File: src/design/btfa_pkg.sv
// Shared types, constants and an arithmetic helper of the binned tree flow accumulator.
package btfa_pkg;

    localparam int NODE_AW    = 10;
    localparam int LINK_AW    = 12;
    localparam int NODE_DEPTH = 1 << NODE_AW;
    localparam int LINK_DEPTH = 1 << LINK_AW;
    localparam int MAX_BINS   = 7;
    localparam int THRESH_REGS = 6;
    localparam int SUM_W      = 40;
    localparam int VAL_W      = 32;
    localparam int DIST_W     = 32;
    localparam int BIN_W      = 3;
    localparam int MODE_W     = 3;
    localparam int CFG_AW     = 3;
    localparam int CFG_DW     = 32;
    localparam int IN_DW      = 104;
    localparam int OUT_DW     = 48;

    localparam logic [SUM_W-1:0] SUM_MAX = {SUM_W{1'b1}};

    localparam logic [MODE_W-1:0] MODE_CLR_NODES = 3'd0;
    localparam logic [MODE_W-1:0] MODE_DEPOSIT   = 3'd1;
    localparam logic [MODE_W-1:0] MODE_PASS      = 3'd2;
    localparam logic [MODE_W-1:0] MODE_ACCUM     = 3'd3;
    localparam logic [MODE_W-1:0] MODE_READ      = 3'd4;
    localparam logic [MODE_W-1:0] MODE_CLR_FLOWS = 3'd5;

    localparam logic [CFG_AW-1:0] REG_BIN_COUNT = 3'd0;
    localparam logic [CFG_AW-1:0] REG_THRESH_0  = 3'd1;
    localparam logic [CFG_AW-1:0] REG_THRESH_5  = 3'd6;

    typedef logic [MAX_BINS-1:0][SUM_W-1:0] row_t;

    typedef struct packed {
        logic [MODE_W-1:0]  mode;
        logic [NODE_AW-1:0] node;
        logic [NODE_AW-1:0] parent;
        logic               pvalid;
        logic [LINK_AW-1:0] link;
        logic [VAL_W-1:0]   value;
        logic [BIN_W-1:0]   bin;
        logic [BIN_W-1:0]   bidx;
        logic [BIN_W-1:0]   nbins;
        logic               bad;
    } cmd_t;

    // {overflow, saturated sum}
    function automatic logic [SUM_W:0] sat_add(input logic [SUM_W-1:0] a,
                                               input logic [SUM_W-1:0] b);
        logic [SUM_W:0] s;
        s = {1'b0, a} + {1'b0, b};
        if (s[SUM_W])
            return {1'b1, SUM_MAX};
        return s;
    endfunction

endpackage

File: src/design/btfa_front.sv
// Front end: configuration registers, item unpacking and bin classification.
module btfa_front (
    input  logic                        clk,
    input  logic                        rst_n,
    input  logic                        cfg_valid,
    output logic                        cfg_ready,
    input  logic [btfa_pkg::CFG_AW-1:0] cfg_index,
    input  logic [btfa_pkg::CFG_DW-1:0] cfg_data,
    input  logic [btfa_pkg::IN_DW-1:0]  in_data,
    input  logic [btfa_pkg::MODE_W-1:0] in_mode,
    output btfa_pkg::cmd_t              cmd
);
    import btfa_pkg::*;

    logic [BIN_W-1:0]  bin_count_reg;
    logic [DIST_W-1:0] thresh_reg [THRESH_REGS];
    logic [BIN_W-1:0]  nbins;
    logic [DIST_W-1:0] trip_len;
    logic [BIN_W-1:0]  bin;
    logic              found;

    assign cfg_ready = 1'b1;

    always_ff @(posedge clk or negedge rst_n)
    begin
        if (!rst_n)
        begin
            bin_count_reg <= BIN_W'(1);
            for (int i = 0; i < THRESH_REGS; i++)
                thresh_reg[i] <= {DIST_W{1'b1}};
        end
        else if (cfg_valid)
        begin
            if (cfg_index == REG_BIN_COUNT)
                bin_count_reg <= cfg_data[BIN_W-1:0];
            else if (cfg_index >= REG_THRESH_0 && cfg_index <= REG_THRESH_5)
                thresh_reg[cfg_index - REG_THRESH_0] <= cfg_data;
        end
    end

    assign nbins    = (bin_count_reg == '0) ? BIN_W'(1) : bin_count_reg;
    assign trip_len = in_data[64:33];

    // first bin below the last one in use whose bound covers the distance
    always_comb
    begin
        bin   = nbins - BIN_W'(1);
        found = 1'b0;
        for (int i = 0; i < THRESH_REGS; i++)
        begin
            if (!found && (BIN_W'(i + 1) < nbins) && (trip_len <= thresh_reg[i]))
            begin
                bin   = BIN_W'(i);
                found = 1'b1;
            end
        end
    end

    always_comb
    begin
        cmd.mode   = in_mode;
        cmd.node   = in_data[9:0];
        cmd.parent = in_data[19:10];
        cmd.pvalid = in_data[20];
        cmd.link   = in_data[32:21];
        cmd.value  = in_data[96:65];
        cmd.bidx   = in_data[99:97];
        cmd.bin    = bin;
        cmd.nbins  = nbins;
        cmd.bad    = (in_data[99:97] >= nbins);
    end

endmodule

File: config.mk
export PLATFORM = sky130hd
export DESIGN_NAME = btfa_front
export DESIGN_NICKNAME = d
export VERILOG_FILES = /design/src/design/btfa_pkg.sv /design/src/design/btfa_front.sv
export SDC_FILE = /design/constraint.sdc
export NUM_CORES = 1
export LEC_CHECK = 0
export ABC_AREA = 1
export BUFFER_PORTS_ARGS = -buffer_cell sky130_fd_sc_hd__buf_2
export CORE_ASPECT_RATIO = 1.1
export CORE_MARGIN = 2
export CORE_UTILIZATION = 52
export DETAILED_ROUTE_END_ITERATION = 6
export HOLD_SLACK_MARGIN = 0.03
export PLACE_DENSITY = 0.82
export SYNTH_ARGS = -nofsm -noshare
export SYNTH_HDL_FRONTEND = slang
export SYNTH_SLANG_ARGS = --single-unit
File: constraint.sdc
create_clock -name clk -period 2.15 [get_ports clk]
set_input_delay 0.215 -clock clk [delete_from_list [all_inputs] [get_ports clk]]
set_output_delay 0.215 -clock clk [all_outputs]
set_load 0.02 [all_outputs]
==> qor.csv <==
metric;value;unit
dp_cells;1928;
layout_common_cells;354 x nand2_1, 261 x inv_1, 206 x o21ai_0, 193 x dfstp_2, 189 x ha_1;
diodes;0;
die_h;170.0;um
drt-met1-wl;13.01;mm
pin_count;224;
dieWidth;154.9;um
yosys.area_share.adder;19.21;%
max_freq;319.5;MHz
grt_antenna_before_repair;0;
cts-buffers-inserted;17;
required;1.93;ns
crit_path_end_kind;primary output;
routed-wl-met2;15.81;mm
synth_seq_cells;195;
clock_sinks;195;
yosysUniqueCellTypes;31;
tightest_slew;0.5992;ns
drt-total-wl;31.69;mm
synthMuxAreaShare;0;%
synthArstFlopShare;100.0;%
place_congestion;0.8802;
path_class;flip-flop to primary output;
hp-class;input port to flip-flop;
insertion_delay;0.44;ns
peakVddDrop;0.0004954;V
post-route-drc-count;0;
path_clk_slew;0.08;ns
grt_setup_unrepaired;yes;
p_total;15.08;mW
highest_layer;met4;
leakage;7.177;nW
multi_input_area;6569;um2
layout_setup_ws;-0.9797;ns
synth_nets;1939;
grt_overflow;0;
synthesis.area;13030;um2
synth_ff_type;dfstp_2;
hold_viol;0;
slew_headroom;60.05;%
clkPwrFrac;21.1;%
grt_pass1_wl;52.25;mm
grt_util_all_layers;24.99;%
worstSetupStartpointType;flip-flop;
setup_viol;3;
slew_violations;0;
skew;0;ns
drive_above_1_share;27.14;%
path_max_fanout;2;
synth-xor-area-share;0.1344;%
largest_reg_flops;192;
syn_inst;1594;
p_int;9.595;mW
core-area;24550;um2
synth-compound-area-share;13.33;%
swShare;36.38;%
finalCriticalPeriod;3.130;ns
clockRootBuffer;clkbuf_16;
grt_max_degree;65;
fin_nets;1990;
outcome;finished with violations;
period_share;145.6;%
violations;negative setup slack;
dp_hpwl;22.60;mm
port_buffers;82;
p_per_area;1026;nW/um2
comb_power_share;37.5;%
area_growth;12.87;%
dieArea;26340;um2
final_cells;1968;
ff_latch_area;5124;um2
synth-simple-area-share;14.89;%
wl_met3;1.648;mm
synth_top_family_by_area;adder cells;
cts_hold_buf;0;
rows;60;
final_area;14710;um2
p_switching;5.487;mW
drv_cap;0;
viasPerCell;5.385;
synth_enable_flop_cells;0;
setup_tns;-2.885;ns
finalCoreUtilization;59.90;%
routedWlPerCell;16.10;um
final_common_cell;nand2_1;
synth_warnings;0;
drtIter0Drc;625;
seq_area_frac_synth;39.31;%
cts_buffer_depth;2;
start_util;53.07;%
num_vias;10600;
seq_power_share;41.3;%
grt_pass1_vias;10820;
avgSynthCellArea;8.174;um2
ff2ff_setup_slack;1.27;ns
htree_levels;4;
dpl_cell_area;13710;um2
firstDrtPassIters;6;
cts_tree;yes;
postRouteAntennaNets;0;
arrival;2.91;ns
fillers;2022;
==> cell type report <==
cell class	count	share of cell area, %
multi-input cells	1018	44.67
flip-flops and latches	195	34.84
repair buffers	143	7.053
inverters	270	6.892
clock buffers	19	2.944
well taps	310	2.638
clock inverters	13	0.9615
==> worst paths after layout <==
kind / start / end / cells past startpoint
worst min register to register: thresh_reg[191]$_DFFE_PN1P_ / thresh_reg[191]$_DFFE_PN1P_ / 2
worst max-delay path: thresh_reg[61]$_DFFE_PN1P_ / cmd[8] / 15
worst max register to register: bin_count_reg[1]$_DFFE_PN0P_ / bin_count_reg[1]$_DFFE_PN0P_ / 3
min in group asynchronous: rst_n / thresh_reg[56]$_DFFE_PN1P_ / 1
max in group asynchronous: rst_n / thresh_reg[45]$_DFFE_PN1P_ / 2
worst min-delay path: cfg_data[3] / thresh_reg[35]$_DFFE_PN1P_ / 3
==> synthesized netlist by cell type, types with 13 or more instances <==
cell type | number | area share [%]
nand4_1 | 18 | 0.86
inv_1 | 269 | 7.7
dfstp_2 | 193 | 39
a21oi_1 | 98 | 3.8
nor2_1 | 45 | 1.3
ha_1 | 200 | 19
nand3_1 | 16 | 0.61
nand2_1 | 373 | 11
o21ai_1 | 13 | 0.50
clkbuf_1 | 33 | 0.95
buf_4 | 72 | 4.1
o21ai_0 | 212 | 8.1
==> cells by family after synthesis <==
family                   count (synthesis)
AND/OR/NAND/NOR                        476
buffers and inverters                  381
AO/OA/AOI/OAI                          339
adder cells (fa/ha/maj)                200
flip-flops                             195
XOR/XNOR                                 2
other                                    1
==> per-stage QoR <==
stage                     hold slack (ns)  worst slack, ns
after floorplan                  -0.08059         -0.02843
after global placement             0.4301          -0.4886
after detailed placement           0.4301          -0.4916
after CTS                         0.08833          -0.8652
after global routing               0.1049           -1.202
final                             0.09986          -0.9797
==> power groups by stage <==
stage | sequential [mW] | combinational, mW | clock, mW
after floorplan | 6.05 | 3.78 | 0
after global placement | 6.18 | 4.81 | 0
final | 6.23 | 5.66 | 3.19
after CTS | 6.21 | 5.55 | 3.23
after detailed placement | 6.24 | 5.13 | 0
after global routing | 6.37 | 6.55 | 3.38
==> worst max-delay path, stage by stage (launching register included) <==
cell and delay, ns:
dfstp_2 0.55, inv_2 0.05, ha_4 0.26, nand4_1 0.07, inv_1 0.07, nand4_1 0.20, nor4_2 0.37, buf_4 0.18
nand2_2 0.05, nand3_2 0.07, nand2_2 0.06, nor2_2 0.12, inv_1 0.07, nor2_2 0.12, nor2_4 0.07, buf_6 0.13
==> metal layers <==
layer | GRT usage (%) | vias to the layer above
met5 | 0 | -
met4 | 12.00 | 0
met3 | 3.794 | 93
met2 | 43.59 | 306
met1 | 30.28 | 5021
li1 | - | 5177
==> timing repair <==
action,in CTS,in global routing
pin swaps,30,10
buffers inserted,7,2
gates resized for setup,73,15
setup endpoints to repair,4,4
Power figures use the tool's default switching activity.
