**config.mk**
```make
export PLATFORM = sky130hd
export DESIGN_NAME = btfa_queue
export DESIGN_NICKNAME = d
export VERILOG_FILES = /design/src/design/btfa_pkg.sv /design/src/design/btfa_queue.sv
export SDC_FILE = /design/constraint.sdc
export NUM_CORES = 1
export LEC_CHECK = 0
export BUFFER_PORTS_ARGS = -buffer_cell sky130_fd_sc_hd__buf_2
export CORE_ASPECT_RATIO = 1.5
export CORE_MARGIN = 2
export CORE_UTILIZATION = 52
export DETAILED_ROUTE_END_ITERATION = 10
export PLACE_DENSITY = 0.76
export SLEW_MARGIN = 20
export SYNTH_ARGS = -nofsm -noshare
export SYNTH_HDL_FRONTEND = slang
export SYNTH_SLANG_ARGS = --single-unit
```
**constraint.sdc**
```tcl
create_clock -name clk -period 5.5 [get_ports clk]
set_input_delay 1.1 -clock clk [delete_from_list [all_inputs] [get_ports clk]]
set_output_delay 1.1 -clock clk [all_outputs]
set_load 0.01 [all_outputs]
```
**src/design/btfa_pkg.sv**
```systemverilog
// Shared types, constants and an arithmetic helper of the binned tree flow accumulator.
package btfa_pkg;

    localparam int NODE_AW    = 10;
    localparam int LINK_AW    = 12;
    localparam int NODE_DEPTH = 1 << NODE_AW;
    localparam int LINK_DEPTH = 1 << LINK_AW;
    localparam int MAX_BINS   = 7;
    localparam int THRESH_REGS = 6;
    localparam int SUM_W      = 40;
    localparam int VAL_W      = 32;
    localparam int DIST_W     = 32;
    localparam int BIN_W      = 3;
    localparam int MODE_W     = 3;
    localparam int CFG_AW     = 3;
    localparam int CFG_DW     = 32;
    localparam int IN_DW      = 104;
    localparam int OUT_DW     = 48;

    localparam logic [SUM_W-1:0] SUM_MAX = {SUM_W{1'b1}};

    localparam logic [MODE_W-1:0] MODE_CLR_NODES = 3'd0;
    localparam logic [MODE_W-1:0] MODE_DEPOSIT   = 3'd1;
    localparam logic [MODE_W-1:0] MODE_PASS      = 3'd2;
    localparam logic [MODE_W-1:0] MODE_ACCUM     = 3'd3;
    localparam logic [MODE_W-1:0] MODE_READ      = 3'd4;
    localparam logic [MODE_W-1:0] MODE_CLR_FLOWS = 3'd5;

    localparam logic [CFG_AW-1:0] REG_BIN_COUNT = 3'd0;
    localparam logic [CFG_AW-1:0] REG_THRESH_0  = 3'd1;
    localparam logic [CFG_AW-1:0] REG_THRESH_5  = 3'd6;

    typedef logic [MAX_BINS-1:0][SUM_W-1:0] row_t;

    typedef struct packed {
        logic [MODE_W-1:0]  mode;
        logic [NODE_AW-1:0] node;
        logic [NODE_AW-1:0] parent;
        logic               pvalid;
        logic [LINK_AW-1:0] link;
        logic [VAL_W-1:0]   value;
        logic [BIN_W-1:0]   bin;
        logic [BIN_W-1:0]   bidx;
        logic [BIN_W-1:0]   nbins;
        logic               bad;
    } cmd_t;

    // {overflow, saturated sum}
    function automatic logic [SUM_W:0] sat_add(input logic [SUM_W-1:0] a,
                                               input logic [SUM_W-1:0] b);
        logic [SUM_W:0] s;
        s = {1'b0, a} + {1'b0, b};
        if (s[SUM_W])
            return {1'b1, SUM_MAX};
        return s;
    endfunction

endpackage

```
**src/design/btfa_queue.sv**
```systemverilog
// Two-entry command queue between front and back end.
module btfa_queue (
    input  logic           clk,
    input  logic           rst_n,
    input  logic           push,
    input  btfa_pkg::cmd_t push_data,
    output logic           full,
    input  logic           pop,
    output logic           not_empty,
    output btfa_pkg::cmd_t pop_data
);
    import btfa_pkg::*;

    cmd_t       q_mem [2];
    logic       wr_ptr_reg;
    logic       rd_ptr_reg;
    logic [1:0] count_reg;

    assign full      = (count_reg == 2'd2);
    assign not_empty = (count_reg != 2'd0);
    assign pop_data  = q_mem[rd_ptr_reg];

    always_ff @(posedge clk)
    begin
        if (push)
            q_mem[wr_ptr_reg] <= push_data;
    end

    always_ff @(posedge clk or negedge rst_n)
    begin
        if (!rst_n)
        begin
            wr_ptr_reg <= 1'b0;
            rd_ptr_reg <= 1'b0;
            count_reg  <= 2'd0;
        end
        else
        begin
            if (push)
                wr_ptr_reg <= ~wr_ptr_reg;
            if (pop)
                rd_ptr_reg <= ~rd_ptr_reg;
            count_reg <= count_reg + {1'b0, push} - {1'b0, pop};
        end
    end

endmodule

```
==> flow_metrics.env, run 1 <==
export IMPL_clock_latency_ns=0.41
export IMPL_ios=162
export IMPL_dr_total_vias=2962
export IMPL_cts_root_buffer="clkbuf_16"
export IMPL_ys_seq_area_share_pct=81.60
export IMPL_ctsHoldBuffers=0
export IMPL_end_kind="output pin"
export IMPL_stdcell_count=593
export IMPL_ys_seq_elements=160
export IMPL_synthDistinctLibCells=13
export IMPL_synth_top_family_by_area="multiplexers"
export IMPL_core_um2=11000
export IMPL_dieArea_um2=12160
export IMPL_layout_commonest_cell="buf_2"
export IMPL_clkSinkCount=160
export IMPL_synth_nets=342
export IMPL_drv_cap=0
export IMPL_min_path_type="in2async"
export IMPL_fin_crit_ns=3.073
export IMPL_layout_drive_gt1_share_pct=62.25
export IMPL_max_clock_freq_mhz=325.4
export IMPL_grt_ovfl_total=0
export IMPL_finalClockSkew_ns=0.006709
export IMPL_synth_simple_area_share_pct=0.4268
export IMPL_multi_input_area_um2=1017
export IMPL_globalRouteTotalUtil_pct=18.15
export IMPL_final_util_pct=67.54
export IMPL_syn_to_final_growth_pct=26.68
export IMPL_synth_top_cell_area_share_pct=79.90
export IMPL_r2r_cells=3
export IMPL_most_common_layout_cells="buf_2 (161), edfxtp_1 (156), mux2_2 (68), clkbuf_16 (17), mux2_4 (10)"
export IMPL_cts_tree="built"
export IMPL_power_density_nw_per_um2=519.7
export IMPL_cts_max_level=4
export IMPL_final_area_um2=7427
export IMPL_drc=0
export IMPL_routabilityCongestion=0.7348
export IMPL_synthMuxAreaShare_pct=15.62
export IMPL_hold_viol=0
export IMPL_dp_cells=560
export IMPL_critPathKind="reg2out"
export IMPL_yosys_area_share_xor_xnor_pct=0.7042
export IMPL_drt_wl_total_um=10520
export IMPL_reg2reg_slack_ns=3.61
export IMPL_cts_buffers=17
export IMPL_rsz0062_at_grt="no"
export IMPL_post_dp_cell_area_um2=6838
export IMPL_r2r_start="wr_ptr_reg"
export IMPL_fill_cells=771
export IMPL_grt_pass1_vias=3166
export IMPL_start_util_pct=53.32
export IMPL_cts_setup_buffers=0
export IMPL_firstDrtPassIters=5
export IMPL_io_buffers=161
export IMPL_area_sequential_um2=4788
export IMPL_synth_fa_ha_area_share_pct=0.4268
export IMPL_antenna_found_initial=1
export IMPL_netlist_instances=258
export IMPL_largest_reg_flops=156
export IMPL_synth_compound_area_share_pct=0
export IMPL_r2r_end="q_mem[0][18]"
export IMPL_fin_crit_sh_pct=55.88
export IMPL_worst_pin_slew_ns=1.051
export IMPL_avgViaCountPerCell=4.995
export IMPL_final_nets=517
export IMPL_die_y_um=134.1
export IMPL_yosysWarnings=0
export IMPL_grt_pass1_wl_um=16150
export IMPL_startpoint_type="flop"
export IMPL_synthesis_area_um2=5863
export IMPL_fin_tns_setup_ns=0
export IMPL_ir_drop_mv=0.5230
export IMPL_clockBufferDepth=2
export IMPL_synth_avg_cell_area_um2=22.73
export IMPL_clk_pin_slew_worst_paths_ns=0.06
export IMPL_antenna_left=0
export IMPL_maxSlewHeadroom_pct=29.91
export IMPL_crit_arrival_ns=1.97
export IMPL_hpwl_um=6853
export IMPL_worstPathMaxFanout=55
export IMPL_drtIter0Drc=153
export IMPL_drv_slew=0
export IMPL_die_w_um=90.70
export IMPL_synth_area_leaders="edfxtp_1 (80%), mux2_2 (13%), mux2_4 (2.6%)"
export IMPL_rows=47
export IMPL_post_cts_resized=0
export IMPL_wl_per_cell_um=17.73
export IMPL_yosys_area_top_type="edfxtp_1"
export IMPL_p_leak_nw=2.850
export IMPL_grt_max_degree=80
export IMPL_outcome="completed"
export IMPL_critical_path_required_ns=4.40
export IMPL_setup_viol=0
==> critical path: stages, from the launching register on <==
cell	delay, ns
dfrtp_4	0.66
buf_16	0.33
mux2_2	0.40
buf_2	0.15
==> final cells by class <==
type / instances / share of cell area, %
clock buffers: 17 / 5.728
clock inverters: 14 / 1.803
flip-flops and latches: 160 / 64.47
multi-input cells: 87 / 13.70
diodes: 1 / 0.03369
inverters: 2 / 0.1011
repair buffers: 165 / 11.69
well taps: 147 / 2.476
==> worst max-delay path by stage <==
stage | from | endpoint | slack, ns | cells after the start
3_5_place_dp | rd_ptr_reg | pop_data[6] | 2.62 | 2
5_1_grt | rd_ptr_reg | pop_data[47] | 2.34 | 3
6_report | rd_ptr_reg | pop_data[6] | 2.43 | 3
3_3_place_gp | push | q_mem[0][64] | 2.45 | 3
4_1_cts | rd_ptr_reg | pop_data[40] | 2.16 | 2
2_1_floorplan | push | q_mem[0][0] | 0.46 | 1
==> where the power goes <==
group          leakage, nW  total (mW)  switching, mW  internal, mW
sequential            1.51        1.72         0.0988          1.62
clock                0.260        1.09          0.466         0.627
combinational         1.08        1.04          0.525         0.519
total                 2.85        3.86           1.09          2.77
==> per-layer routing <==
metal / vias up / track usage [%] / share of wire [%]
li1: 1373 / - / -
met1: 1459 / 18.71 / 35
met2: 110 / 32.71 / 56
met5: - / 0 / 0
met3: 20 / 5.899 / 6.1
met4: 0 / 9.316 / 2.7
==> cell usage after synthesis <==
master    count
edfxtp_1    156
mux2_2       68
mux2_4       10
buf_2         6
dfrtp_1       4
buf_6         3
ha_1          2
inv_1         2
nor2b_1       2
xor2_1        2
and2_1        1
or2_2         1
xor3_1        1
==> per-stage QoR <==
stage	total power, mW	setup WS (ns)	hold WS (ns)
floorplan	2.423	0.4634	0.4555
global placement	2.751	2.447	0.5314
global route	4.040	2.337	0.4668
detailed placement	2.791	2.624	0.5587
finish	3.860	2.427	0.4817
CTS	3.891	2.155	0.4626
==> cell families after synthesis <==
kind of cell / count (synthesis)
XOR/XNOR: 3
adder cells (fa/ha/maj): 2
multiplexers: 78
AND/OR/NAND/NOR: 4
flip-flops: 160
buffers and inverters: 11
(Power assumes the default switching activity.)
==> run 2, diff against run 1 <==
--- a/config.mk
+++ b/config.mk
@@ -5,6 +5,7 @@
 export SDC_FILE = /design/constraint.sdc
 export NUM_CORES = 1
 export LEC_CHECK = 0
+export ABC_AREA = 1
 export BUFFER_PORTS_ARGS = -buffer_cell sky130_fd_sc_hd__buf_2
 export CORE_ASPECT_RATIO = 1.5
 export CORE_MARGIN = 2
==> constraint.sdc (replaced) <==
create_clock -name clk -period 3.07 [get_ports clk]
set_input_delay 0.614 -clock clk [delete_from_list [all_inputs] [get_ports clk]]
set_output_delay 0.614 -clock clk [all_outputs]
set_load 0.01 [all_outputs]
==> flow_metrics.env, run 2 <==
export IMPL_outcome="completed"
export IMPL_globalRouteTotalUtil_pct=18.07
export IMPL_synth_edff_count=156
export IMPL_postSynth_asyncResetShare_pct=2.500
export IMPL_cts_tree="built"
export IMPL_fin_ws_ns=0.5244
export IMPL_worst_pin_slew_ns=0.6390
export IMPL_syn_to_final_growth_pct=26.47
export IMPL_clk_pin_slew_worst_paths_ns=0.06
export IMPL_grt_max_degree=79
export IMPL_layout_commonest_cell="buf_2"
export IMPL_dieArea_um2=12370
export IMPL_preCtsSetupSlack_ns=0.9199
export IMPL_rsz0062_at_grt="no"
export IMPL_final_nets=685
export IMPL_clkSinkCount=160
export IMPL_critPathKind="reg2out"
export IMPL_cts_setup_buffers=0
export IMPL_crit_arrival_ns=1.93
export IMPL_avgViaCountPerCell=4.722
export IMPL_drtIter0Drc=242
export IMPL_yosysWarnings=0
export IMPL_antenna_left=0
export IMPL_dominantRegCellSynth="edfxtp_1"
export IMPL_die_y_um=135.2
export IMPL_fin_crit_ns=2.546
export IMPL_clockBufferDepth=2
export IMPL_p_leak_nw=3.258
export IMPL_synth_top_cell_area_share_pct=78.46
export IMPL_wl_per_cell_um=14.20
export IMPL_ios=162
export IMPL_worstPathMaxFanout=74
export IMPL_antenna_found_initial=2
export IMPL_core_um2=11110
export IMPL_max_clock_freq_mhz=392.8
export IMPL_grt_pass1_vias=3631
export IMPL_cts_max_level=4
export IMPL_synth_commonest_cells="edfxtp_1 (156), inv_1 (85), nand2_1 (85), o21ai_0 (71), buf_4 (8)"
export IMPL_yosys_area_top_type="edfxtp_1"
export IMPL_end_kind="output pin"
export IMPL_netlist_instances=432
export IMPL_hpwl_um=7364
export IMPL_grt_ovfl_total=0
export IMPL_rows=47
export IMPL_die_w_um=91.49
export IMPL_routabilityCongestion=0.7916
export IMPL_synth_area_leaders="edfxtp_1 (78%), o21ai_0 (6.0%), inv_1 (5.3%)"
export IMPL_hold_viol=0
export IMPL_dr_total_vias=3598
export IMPL_largest_reg_flops=156
export IMPL_power_total_mw=7.065
export IMPL_layout_drive_gt1_share_pct=31.97
export IMPL_clock_latency_ns=0.41
export IMPL_ys_seq_area_share_pct=80.13
export IMPL_min_path_type="in2reg"
export IMPL_setup_viol=0
export IMPL_firstDrtPassIters=4
export IMPL_maxSlewHeadroom_pct=57.40
export IMPL_synthesis_area_um2=5971
export IMPL_cts_root_buffer="clkbuf_16"
export IMPL_cts_buffers=17
export IMPL_startpoint_type="flop"
export IMPL_io_buffers=161
export IMPL_fin_tns_setup_ns=0
export IMPL_yosysMostFrequentCell="edfxtp_1"
export IMPL_drv_cap=0
export IMPL_most_common_layout_cells="buf_2 (161), edfxtp_1 (156), nand2_1 (85), inv_1 (84), o21ai_0 (71)"
export IMPL_fill_cells=795
export IMPL_start_util_pct=53.72
export IMPL_power_density_nw_per_um2=935.7
export IMPL_grt_pass1_wl_um=16690
export IMPL_synth_avg_cell_area_um2=13.82
export IMPL_drt_wl_total_um=10820
export IMPL_ys_seq_elements=160
export IMPL_critical_path_required_ns=2.46
export IMPL_synth_nets=516
export IMPL_final_util_pct=67.94
export IMPL_reg2reg_slack_ns=1.62
export IMPL_ir_drop_mv=0.5859
export IMPL_finalClockSkew_ns=0.005215
export IMPL_drc=0
export IMPL_drv_slew=0
export IMPL_fin_crit_sh_pct=82.92
export IMPL_synthDistinctLibCells=13
## run 2: cell types whose count changed after synthesis, sizes merged
cell,delta
o21ai,+78
inv,+83
xor3,-1
and2,-1
buf,+6
nor2b,-2
nand2,+85
or2,-1
nor2,+2
nand3,+1
clkbuf,+2
mux2,-78
## run 2: logic make-up after synthesis
group | share of synthesized area, %
flops | 80.13
xor+xnor | 0.2934
simple gates | 5.553
compound gates | 6.538
fa+ha+maj | 0.4190
buf+inv | 7.062
## run 2: timing repair
| item | in CTS | in global routing |
|---|---|---|
| hold buffers | 1 | 0 |
| resized for setup | 0 | 0 |
| endpoints found under the hold margin | 4 | 0 |
## run 2: layout make-up
type	instances	area, um2	share of cell area [%]
Tap cell	147	183.9	2.436
Sequential cell	160	4788	63.41
Multi-Input combinational cell	170	772.0	10.22
Timing Repair Buffer	167	878.3	11.63
Clock buffer	21	440.4	5.833
Antenna cell	2	5.005	0.06628
Inverter	85	320.3	4.242
Clock inverter	10	162.7	2.154
## run 2: final timing paths
path | start | endpoint | depth (start not counted)
setup / recovery | rd_ptr_reg | pop_data[12] | 4
hold / removal | push_data[16] | q_mem[0][16] | 1
setup reg to reg | wr_ptr_reg | q_mem[0][59] | 2
hold reg to reg | wr_ptr_reg | wr_ptr_reg | 1
max in group asynchronous | rst_n | rd_ptr_reg | 2
min in group asynchronous | rst_n | count_reg[0] | 2
## run 2: per-stage QoR
stage / instances / hold slack, ns / instance area (um2)
after CTS: 760 / 0.3733 / 7546
final: 762 / 0.3886 / 7551
after global routing: 760 / 0.3690 / 7546
after global placement: 728 / 0.4223 / 6933
after floorplan: 432 / 0.3184 / 5978
after detailed placement: 728 / 0.4248 / 6933
## run 2: layer usage
metal  wire [um]  vias to the layer above  track usage (%)
li1            -                     1794                -
met1        3962                     1666            17.99
met2        5920                      113            32.56
met3         582                       25            5.843
met4         352                        0            10.52
met5           0                        -                0
## run 2: report_power, final
group	internal [mW]	leakage, nW	switching [mW]
combinational	0.666	1.46	1.15
clock	1.35	0.287	0.762
sequential	2.90	1.51	0.224
total	4.93	3.26	2.14
## run 2: worst max-delay path: stages (launching register included)
cell and delay, ns:
dfrtp_4 0.83, buf_12 0.31, nand2_1 0.07, o21ai_0 0.11, buf_2 0.18
